### config.mk
export PLATFORM = sky130hd
export DESIGN_NAME = lattice_best_path_core
export DESIGN_NICKNAME = d
export VERILOG_FILES = /design/src/rtl/lbp_pkg.sv /design/src/rtl/lattice_best_path_core.sv /design/src/rtl/lbp_ram.sv /design/src/rtl/lbp_store.sv
export SDC_FILE = /design/constraint.sdc
export NUM_CORES = 2
export LEC_CHECK = 0
export ABC_AREA = 1
export BUFFER_PORTS_ARGS = -buffer_cell sky130_fd_sc_hd__buf_2
export CAP_MARGIN = 20
export CELL_PAD_IN_SITES_DETAIL_PLACEMENT = 1
export CELL_PAD_IN_SITES_GLOBAL_PLACEMENT = 2
export CORE_AREA = 2 2 397 478
export DETAILED_ROUTE_END_ITERATION = 10
export DIE_AREA = 0 0 399 480
export PLACE_DENSITY_LB_ADDON = 0.1
export SLEW_MARGIN = 20
export SYNTH_ARGS = -nofsm -noshare
export SYNTH_HDL_FRONTEND = slang
export SYNTH_SLANG_ARGS = --single-unit
export TNS_END_PERCENT = 5
### constraint.sdc
create_clock -name i_clk -period 9.2 [get_ports i_clk]
set_input_delay 0.46 -clock i_clk [delete_from_list [all_inputs] [get_ports i_clk]]
set_output_delay 0.46 -clock i_clk [all_outputs]
set_load 0.005 [all_outputs]
### src/rtl/lbp_pkg.sv
// ============================================================================
// lbp_pkg
// Shared types and constants for the lattice best-path core.
// ============================================================================
`default_nettype none

package lbp_pkg;

    localparam int POS_W       = 6;
    localparam int WORD_W      = 16;
    localparam int COST_W      = 15;
    localparam int ACC_W       = 24;
    localparam int CFG_W       = 15;
    localparam int CFG_IDX_W   = 2;
    localparam int RESULT_CAP  = 32;
    localparam int CNT_W       = $clog2(RESULT_CAP);
    localparam int IN_TDATA_W  = 48;
    localparam int OUT_TDATA_W = 56;

    localparam logic [ACC_W-1:0]  ACC_MAX            = '1;
    localparam logic [POS_W-1:0]  RST_SENT_LEN       = 6'd32;
    localparam logic [COST_W-1:0] RST_WORD_PENALTY   = 15'd6803;
    localparam logic [COST_W-1:0] RST_COST_CEILING   = 15'd25513;

    typedef logic [POS_W-1:0] t_pos;

    typedef struct packed {
        logic [ACC_W-1:0]  cost;
        t_pos              start;
        logic [WORD_W-1:0] word;
    } t_entry;

    localparam int ENTRY_W = $bits(t_entry);

    typedef enum logic [CFG_IDX_W-1:0] {
        CFG_SENT_LEN     = 2'd0,
        CFG_WORD_PENALTY = 2'd1,
        CFG_COST_CEILING = 2'd2
    } t_cfg_idx;

    // position store command
    typedef struct packed {
        t_pos   rd_a;
        t_pos   rd_b;
        logic   wr_en;
        t_pos   wr_pos;
        t_entry wr_data;
        logic   clear;
    } t_store_cmd;

endpackage

`default_nettype wire

### src/rtl/lattice_best_path_core.sv
// ============================================================================
// lattice_best_path_core
// Best path through a word lattice, Viterbi relaxation over positions.
// ============================================================================
// Edge transactions (tuser 0) are accepted in ST_IDLE, which reads the start
// and end entries of the position RAM; ST_RELAX then relaxes and writes back.
// A finish transaction (tuser 1) walks the backpointers from the sentence
// length: each emitted word takes a RAM read (ST_WALK_RD), then an output
// register load (ST_WALK_EMIT) that waits while the output side stalls; a
// not-found or empty-path result is loaded from ST_ONE. The store is cleared
// in the cycle the last result is loaded.
// Results go out last word first; tuser carries found, tlast the final one.
`default_nettype none

module lattice_best_path_core #(
    parameter int MAX_POSITIONS = 32
) (
    input  wire logic                              i_clk,
    input  wire logic                              i_rst_n,
    // configuration
    input  wire logic                              i_cfg_we,
    input  wire logic [lbp_pkg::CFG_IDX_W-1:0]     i_cfg_idx,
    input  wire logic [lbp_pkg::CFG_W-1:0]         i_cfg_data,
    // input stream
    input  wire logic                              s_axis_tvalid,
    output logic                                   s_axis_tready,
    // start_position, end_position, word_id, edge_cost
    input  wire logic [lbp_pkg::IN_TDATA_W-1:0]    s_axis_tdata,
    // func
    input  wire logic                              s_axis_tuser,
    // output stream
    output logic                                   m_axis_tvalid,
    input  wire logic                              m_axis_tready,
    // path_word, word_start, word_end, total_cost
    output logic [lbp_pkg::OUT_TDATA_W-1:0]        m_axis_tdata,
    // found
    output logic                                   m_axis_tuser,
    output logic                                   m_axis_tlast
);

    import lbp_pkg::*;

    localparam int   AW      = $clog2(MAX_POSITIONS + 1);
    localparam t_pos MAX_POS = POS_W'(MAX_POSITIONS);

    typedef enum logic [4:0] {
        ST_IDLE      = 5'b00001,
        ST_RELAX     = 5'b00010,
        ST_WALK_RD   = 5'b00100,
        ST_WALK_EMIT = 5'b01000,
        ST_ONE       = 5'b10000
    } t_state;

    t_state r_state, n_state;

    // configuration
    t_pos              r_sent_len;
    logic [COST_W-1:0] r_word_penalty;
    logic [COST_W-1:0] r_cost_ceiling;

    always_ff @(posedge i_clk) begin
        if (!i_rst_n) begin
            r_sent_len     <= RST_SENT_LEN;
            r_word_penalty <= RST_WORD_PENALTY;
            r_cost_ceiling <= RST_COST_CEILING;
        end else if (i_cfg_we) begin
            case (t_cfg_idx'(i_cfg_idx))
                CFG_SENT_LEN:     r_sent_len     <= i_cfg_data[POS_W-1:0];
                CFG_WORD_PENALTY: r_word_penalty <= i_cfg_data;
                CFG_COST_CEILING: r_cost_ceiling <= i_cfg_data;
                default: ;
            endcase
        end
    end

    // input fields
    t_pos              in_start, in_end;
    logic [WORD_W-1:0] in_word;
    logic [COST_W-1:0] in_cost;

    assign in_start = s_axis_tdata[5:0];
    assign in_end   = s_axis_tdata[11:6];
    assign in_word  = s_axis_tdata[27:12];
    assign in_cost  = s_axis_tdata[42:28];

    // store
    t_store_cmd             cmd;
    t_entry                 rd_a, rd_b;
    logic [MAX_POSITIONS:0] reached;

    lbp_store #(
        .MAX_POSITIONS(MAX_POSITIONS)
    ) u_store (
        .i_clk     (i_clk),
        .i_rst_n   (i_rst_n),
        .i_cmd     (cmd),
        .o_rdata_a (rd_a),
        .o_rdata_b (rd_b),
        .o_reached (reached)
    );

    // edge context
    logic              r_do;
    logic              r_reach_e;
    t_pos              r_s, r_e;
    logic [WORD_W-1:0] r_w;
    logic [COST_W:0]   r_inc;
    // walk context
    t_pos              r_p;
    logic [CNT_W-1:0]  r_n;
    logic [ACC_W-1:0]  r_total;
    logic              r_one_found;
    // output register
    logic              r_ov;
    logic              r_o_found;
    logic [WORD_W-1:0] r_o_word;
    t_pos              r_o_start, r_o_end;
    logic [ACC_W-1:0]  r_o_cost;
    logic              r_o_last;

    logic              accept, out_free;
    logic              in_ok, s_reached, e_reached, t_reached;
    logic [COST_W-1:0] c_lim;
    logic [ACC_W:0]    sum;
    logic [ACC_W-1:0]  nc;
    logic              upd;
    logic [ACC_W-1:0]  walk_total;
    logic              walk_fin;
    logic              load_walk, load_one;

    assign s_axis_tready = (r_state == ST_IDLE);
    assign accept        = s_axis_tvalid && s_axis_tready;
    assign out_free      = !r_ov || m_axis_tready;

    assign in_ok     = (in_start <= MAX_POS) && (in_end <= MAX_POS) && (in_end > in_start);
    assign s_reached = (in_start <= MAX_POS) && reached[in_start[AW-1:0]];
    assign e_reached = (in_end <= MAX_POS) && reached[in_end[AW-1:0]];
    assign t_reached = (r_sent_len <= MAX_POS) && reached[r_sent_len[AW-1:0]];
    assign c_lim     = (in_cost > r_cost_ceiling) ? r_cost_ceiling : in_cost;

    assign sum = {1'b0, rd_a.cost} + (ACC_W + 1)'(r_inc);
    assign nc  = sum[ACC_W] ? ACC_MAX : sum[ACC_W-1:0];
    assign upd = r_do && (!r_reach_e || (nc < rd_b.cost));

    assign walk_total = (r_n == '0) ? rd_a.cost : r_total;
    assign walk_fin   = (rd_a.start == '0) || (rd_a.start >= r_p)
                     || (r_n == CNT_W'(RESULT_CAP - 1));
    assign load_walk  = (r_state == ST_WALK_EMIT) && out_free;
    assign load_one   = (r_state == ST_ONE) && out_free;

    always_comb begin
        cmd              = '0;
        cmd.rd_a         = in_start;
        cmd.rd_b         = in_end;
        cmd.wr_pos       = r_e;
        cmd.wr_data.cost  = nc;
        cmd.wr_data.start = r_s;
        cmd.wr_data.word  = r_w;
        n_state          = r_state;
        case (r_state)
            ST_IDLE: begin
                if (accept) begin
                    if (!s_axis_tuser) begin
                        n_state = ST_RELAX;
                    end else if (t_reached && (r_sent_len != '0)) begin
                        n_state = ST_WALK_RD;
                    end else begin
                        n_state = ST_ONE;
                    end
                end
            end
            ST_RELAX: begin
                cmd.wr_en = upd;
                n_state   = ST_IDLE;
            end
            ST_WALK_RD: begin
                cmd.rd_a = r_p;
                n_state  = ST_WALK_EMIT;
            end
            ST_WALK_EMIT: begin
                cmd.rd_a = r_p;
                if (out_free) begin
                    cmd.clear = walk_fin;
                    n_state   = walk_fin ? ST_IDLE : ST_WALK_RD;
                end
            end
            ST_ONE: begin
                if (out_free) begin
                    cmd.clear = 1'b1;
                    n_state   = ST_IDLE;
                end
            end
            default: n_state = ST_IDLE;
        endcase
    end

    always_ff @(posedge i_clk) begin
        if (!i_rst_n) begin
            r_state <= ST_IDLE;
            r_ov    <= 1'b0;
        end else begin
            r_state <= n_state;
            if (load_walk || load_one) begin
                r_ov <= 1'b1;
            end else if (m_axis_tready) begin
                r_ov <= 1'b0;
            end
        end
    end

    always_ff @(posedge i_clk) begin
        if (accept) begin
            r_do        <= in_ok && s_reached && !((in_start == '0) && (in_end == r_sent_len));
            r_reach_e   <= e_reached;
            r_s         <= in_start;
            r_e         <= in_end;
            r_w         <= in_word;
            r_inc       <= {1'b0, c_lim} + {1'b0, r_word_penalty};
            r_p         <= r_sent_len;
            r_n         <= '0;
            r_one_found <= t_reached;
        end
        if (load_walk) begin
            r_total   <= walk_total;
            r_n       <= r_n + CNT_W'(1);
            r_p       <= rd_a.start;
            r_o_found <= 1'b1;
            r_o_word  <= rd_a.word;
            r_o_start <= rd_a.start;
            r_o_end   <= r_p;
            r_o_cost  <= walk_total;
            r_o_last  <= walk_fin;
        end else if (load_one) begin
            r_o_found <= r_one_found;
            r_o_word  <= '0;
            r_o_start <= '0;
            r_o_end   <= '0;
            r_o_cost  <= '0;
            r_o_last  <= 1'b1;
        end
    end

    assign m_axis_tvalid = r_ov;
    assign m_axis_tdata  = {4'b0, r_o_cost, r_o_end, r_o_start, r_o_word};
    assign m_axis_tuser  = r_o_found;
    assign m_axis_tlast  = r_o_last;

endmodule

`default_nettype wire

### src/rtl/lbp_ram.sv
// ============================================================================
// lbp_ram
// Generic RAM: one write port, two read ports, registered read data.
// ============================================================================
`default_nettype none

module lbp_ram #(
    parameter int WIDTH = 8,
    parameter int DEPTH = 16
) (
    input  wire logic                     i_clk,
    input  wire logic                     i_we,
    input  wire logic [$clog2(DEPTH)-1:0] i_waddr,
    input  wire logic [WIDTH-1:0]         i_wdata,
    input  wire logic [$clog2(DEPTH)-1:0] i_raddr_a,
    output logic      [WIDTH-1:0]         o_rdata_a,
    input  wire logic [$clog2(DEPTH)-1:0] i_raddr_b,
    output logic      [WIDTH-1:0]         o_rdata_b
);

    logic [WIDTH-1:0] mem [DEPTH];

    always_ff @(posedge i_clk) begin
        if (i_we) begin
            mem[i_waddr] <= i_wdata;
        end
        o_rdata_a <= mem[i_raddr_a];
        o_rdata_b <= mem[i_raddr_b];
    end

endmodule

`default_nettype wire

### src/rtl/lbp_store.sv
// ============================================================================
// lbp_store
// Per-position state: entry RAM plus reached bits; position zero reads as
// zero. Clear resets the reached bits, leaving only position zero reached.
// ============================================================================
`default_nettype none

module lbp_store #(
    parameter int MAX_POSITIONS = 32
) (
    input  wire logic                   i_clk,
    input  wire logic                   i_rst_n,
    input  wire lbp_pkg::t_store_cmd    i_cmd,
    output lbp_pkg::t_entry             o_rdata_a,
    output lbp_pkg::t_entry             o_rdata_b,
    output logic [MAX_POSITIONS:0]      o_reached
);

    import lbp_pkg::*;

    localparam int NPOS = MAX_POSITIONS + 1;
    localparam int AW   = $clog2(NPOS);

    logic [NPOS-1:0]    r_reached;
    logic               r_a_zero;
    logic               r_b_zero;
    logic [ENTRY_W-1:0] ram_a;
    logic [ENTRY_W-1:0] ram_b;

    lbp_ram #(
        .WIDTH(ENTRY_W),
        .DEPTH(NPOS)
    ) u_ram (
        .i_clk     (i_clk),
        .i_we      (i_cmd.wr_en),
        .i_waddr   (i_cmd.wr_pos[AW-1:0]),
        .i_wdata   (i_cmd.wr_data),
        .i_raddr_a (i_cmd.rd_a[AW-1:0]),
        .o_rdata_a (ram_a),
        .i_raddr_b (i_cmd.rd_b[AW-1:0]),
        .o_rdata_b (ram_b)
    );

    always_ff @(posedge i_clk) begin
        if (!i_rst_n || i_cmd.clear) begin
            r_reached <= NPOS'(1);
        end else if (i_cmd.wr_en) begin
            r_reached[i_cmd.wr_pos[AW-1:0]] <= 1'b1;
        end
    end

    // position zero is never written; it always reads as cost zero
    always_ff @(posedge i_clk) begin
        r_a_zero <= (i_cmd.rd_a == '0);
        r_b_zero <= (i_cmd.rd_b == '0);
    end

    assign o_rdata_a = r_a_zero ? '0 : t_entry'(ram_a);
    assign o_rdata_b = r_b_zero ? '0 : t_entry'(ram_b);
    assign o_reached = r_reached;

endmodule

`default_nettype wire
==> flow_metrics.env <==
export IMPL_p_clk_share_pct=39.1
export IMPL_cts_setup_buffers=0
export IMPL_final_common_cell="edfxtp_1"
export IMPL_worst_pin_slew_ps=1190
export IMPL_comb_power_share_pct=11.7
export IMPL_min_period_ps=7280
export IMPL_grt_pass1_vias=62500
export IMPL_grt_ovfl_total=0
export IMPL_hp_class="input pin to register"
export IMPL_outcome="completed"
export IMPL_dp_cells=9642
export IMPL_path_class="register to register"
export IMPL_irDropWorstVdd_mv=0.173
export IMPL_synth_ff_type="edfxtp_1"
export IMPL_critPathSlowestCell="inv_4"
export IMPL_worstPathRequired_ps=9740
export IMPL_drive_above_1_share_pct=7.98
export IMPL_fmax_ghz=0.137
export IMPL_vias=61800
export IMPL_grt_max_degree=199
export IMPL_crit_fanout=38
export IMPL_cp_end_kind="register"
export IMPL_busiest_layer="met2"
export IMPL_gr_usage_met1_pct=41.8
export IMPL_clock_latency_ps=860
export IMPL_drtPass1Iterations=5
export IMPL_synth_edf_count=1653
export IMPL_cts_max_path_buffers=3
export IMPL_slew_viol_final=0
export IMPL_ys_seq_area_share_pct=65.8
export IMPL_stdcell_area_um2=89300
export IMPL_synthTopCellsByArea="edfxtp_1, o21ai_0, nor2_1, dfxtp_1, a21oi_1"
export IMPL_cts_inserted_buffers=189
export IMPL_path_clk_slew_ps=60
export IMPL_fin_crit_sh_pct=79.1
export IMPL_p_per_area_nw_per_um2=215
export IMPL_switching_share_pct=27.0
export IMPL_area_growth_pct=11.7
export IMPL_port_buffers=121
export IMPL_clock_skew_ps=43.0
export IMPL_hold_violations=0
export IMPL_p_int_mw=14.0
export IMPL_ioPinCount=131
export IMPL_die_area_um2=192000
export IMPL_power_frac_seq_pct=49.2
export IMPL_mostFrequentLayoutCells="edfxtp_1, o21ai_0, nor2_1, nand2_1, a21oi_1"
export IMPL_drt_vias_per_instance=6.15
export IMPL_crit_start="u_store.r_a_zero"
export IMPL_wl_mm=309
export IMPL_cts_resized=0
export IMPL_detail_route_antenna_nets=0
export IMPL_synth_seq_cells=1801
export IMPL_finalSetupViolations=0
export IMPL_rr_endpoint="u_store.u_ram.mem[29][20]"
export IMPL_setup_ws_ps=1920
export IMPL_synth_area_um2=79900
export IMPL_async_flop_share_pct=0
export IMPL_finalSetupTns_ps=0
export IMPL_die_h_um=480
export IMPL_ys_warn_count=0
export IMPL_slowest_delay_ps=780
export IMPL_hold_slack_ps=77.4
export IMPL_grt_pass1_wl_mm=441
export IMPL_syn_area_per_cell_um2=10.7
export IMPL_endpoint="u_store.u_ram.mem[29][20]"
export IMPL_clockRootBuffer="clkbuf_16"
export IMPL_arrival_ps=7820
export IMPL_core_area_um2=187000
export IMPL_drt_iter0_markers=5260
export IMPL_instances_no_fill=10000
export IMPL_met3_usage_pct=4.19
export IMPL_synth_top_cell_area_share_pct=62.1
export IMPL_p_leak_nw=31.2
export IMPL_r2r_start="u_store.r_a_zero"
export IMPL_rsz0062_at_grt="false"
export IMPL_place_area_um2=82800
export IMPL_clock_sinks=1801
export IMPL_post_route_drc_count=0
export IMPL_dp_slack_ps=1860
export IMPL_gp_congestion=0.887
export IMPL_r2r_cells=26
export IMPL_yosysTopAreaCell="edfxtp_1"
export IMPL_slew_headroom_pct=20.7
export IMPL_dpl_hpwl_mm=174
export IMPL_wl_per_cell_um=30.8
export IMPL_maxCapViolations=0
export IMPL_chipWidth_um=399
export IMPL_cts_tree="built"
export IMPL_use_met2_pct=53.2
export IMPL_htree_levels=4
export IMPL_syn_inst=7450
export IMPL_initial_core_util_pct=42.8
export IMPL_rows=174
export IMPL_grt_usage_pct=31.9
export IMPL_start_kind="register"
export IMPL_yosysUniqueCellTypes=55
export IMPL_path_common_cell="nand2_1"
export IMPL_ff2ff_setup_slack_ps=1920
export IMPL_antenna_found_initial=21
export IMPL_fin_nets=7571
export IMPL_p_switching_mw=5.19
## cells by family (layout without fill, tap and decap cells)
kind of cell | count (synthesis) | after routing | synth area share (%)
AO/OA/AOI/OAI | 2297 | 2297 | 15.8
AND/OR/NAND/NOR | 2179 | 2179 | 11.3
flip-flops | 1801 | 1801 | 65.8
buffers and inverters | 1052 | 1177 | 5.35
adder cells (fa/ha/maj) | 86 | 86 | 1.36
XOR/XNOR | 19 | 19 | 0.208
multiplexers | 15 | 15 | 0.188
other | 1 | 11 | 0.00469
## worst min path at each step
stage / start / endpoint / slack [ps] / cells after the start
final: s_axis_tdata[5] / r_s[5] / 80 / 1
after global routing: s_axis_tdata[5] / r_s[5] / 30 / 1
after CTS: s_axis_tdata[5] / r_s[5] / 10 / 1
after detailed placement: u_store.u_ram.mem[32][3] / u_store.u_ram.o_rdata_a[3] / 430 / 2
after global placement: u_store.u_ram.mem[32][8] / u_store.u_ram.o_rdata_a[8] / 430 / 2
after floorplan: u_store.u_ram.mem[32][21] / u_store.u_ram.o_rdata_a[21] / 420 / 2
## per-stage QoR
step                      power (mW)  util (%)
after CTS                       19.3      47.7
after global routing            19.8      47.8
after floorplan                 10.8         -
after global placement          11.8      44.3
final                           19.2      47.8
after detailed placement        11.8      44.3
## registers in the layout, indices dropped and copies added (netlist names), 15 cells and up
name and flops:
u_store.u_ram.o_rdata_a 46, r_o_word 16, r_o_cost 24, r_word_penalty 15
u_store.u_ram.o_rdata_b 24, u_store.u_ram.mem 1518, r_total 24, r_w 16
r_inc 16, u_store.o_reached 33, r_cost_ceiling 15
## critical path: cells and delay by family (launching register included)
| kind | cells | cell delay, ps |
|---|---|---|
| fa+ha+maj | 3 | 1090 |
| flops | 1 | 430 |
| compound gates | 7 | 1580 |
| buf+inv | 5 | 1610 |
| simple gates | 11 | 2240 |
## power groups by stage
stage / Combinational (mW) / Sequential (mW) / Clock [mW]
floorplan: 1.17 / 9.63 / 0
global placement: 2.15 / 9.64 / 0
detailed placement: 2.19 / 9.64 / 0
CTS: 2.21 / 9.46 / 7.59
global route: 2.41 / 9.46 / 7.89
finish: 2.25 / 9.45 / 7.52
## cells in the mapped netlist (all sizes together), types with 4 or more instances
cell / n
o2111ai: 4
nor2: 954
xor2: 13
o21bai: 10
clkbuf: 317
nand2: 653
nand3: 499
dfxtp: 148
xnor2: 6
edfxtp: 1653
a22o: 6
clkinv: 6
a31oi: 9
nor4: 7
nand4: 31
o221ai: 183
a21oi: 524
o211ai: 31
ha: 84
a211oi: 8
o22ai: 142
mux2i: 15
buf: 202
nor3: 9
a21o: 5
o21ai: 1359
inv: 527
or2: 22
## area by class of cell
class / instances / area [um2]
flip-flops and latches: 1801 / 52600
clock inverters: 94 / 807
fillers: 20000 / 97500
multi-input cells: 4600 / 23200
inverters: 533 / 2130
well taps: 2464 / 3080
diodes: 7 / 17.5
repair buffers: 289 / 2220
clock buffers: 261 / 5160
## metal layers
metal  vias up  part of all wire, %  wire length (um)
met2      2407                   48            148000
met1     32000                   41            127000
met5         -               0.0061                19
met4         4                  4.4             13500
met3       600                  6.5             20200
li1      26800                    -                 -
## what timing repair did
action | CTS | global route
hold buffers | 39 | 0
endpoints found under the setup margin | 0 | 0
endpoints found under the hold margin | 60 | 0
Power figures use the tool's default switching activity.
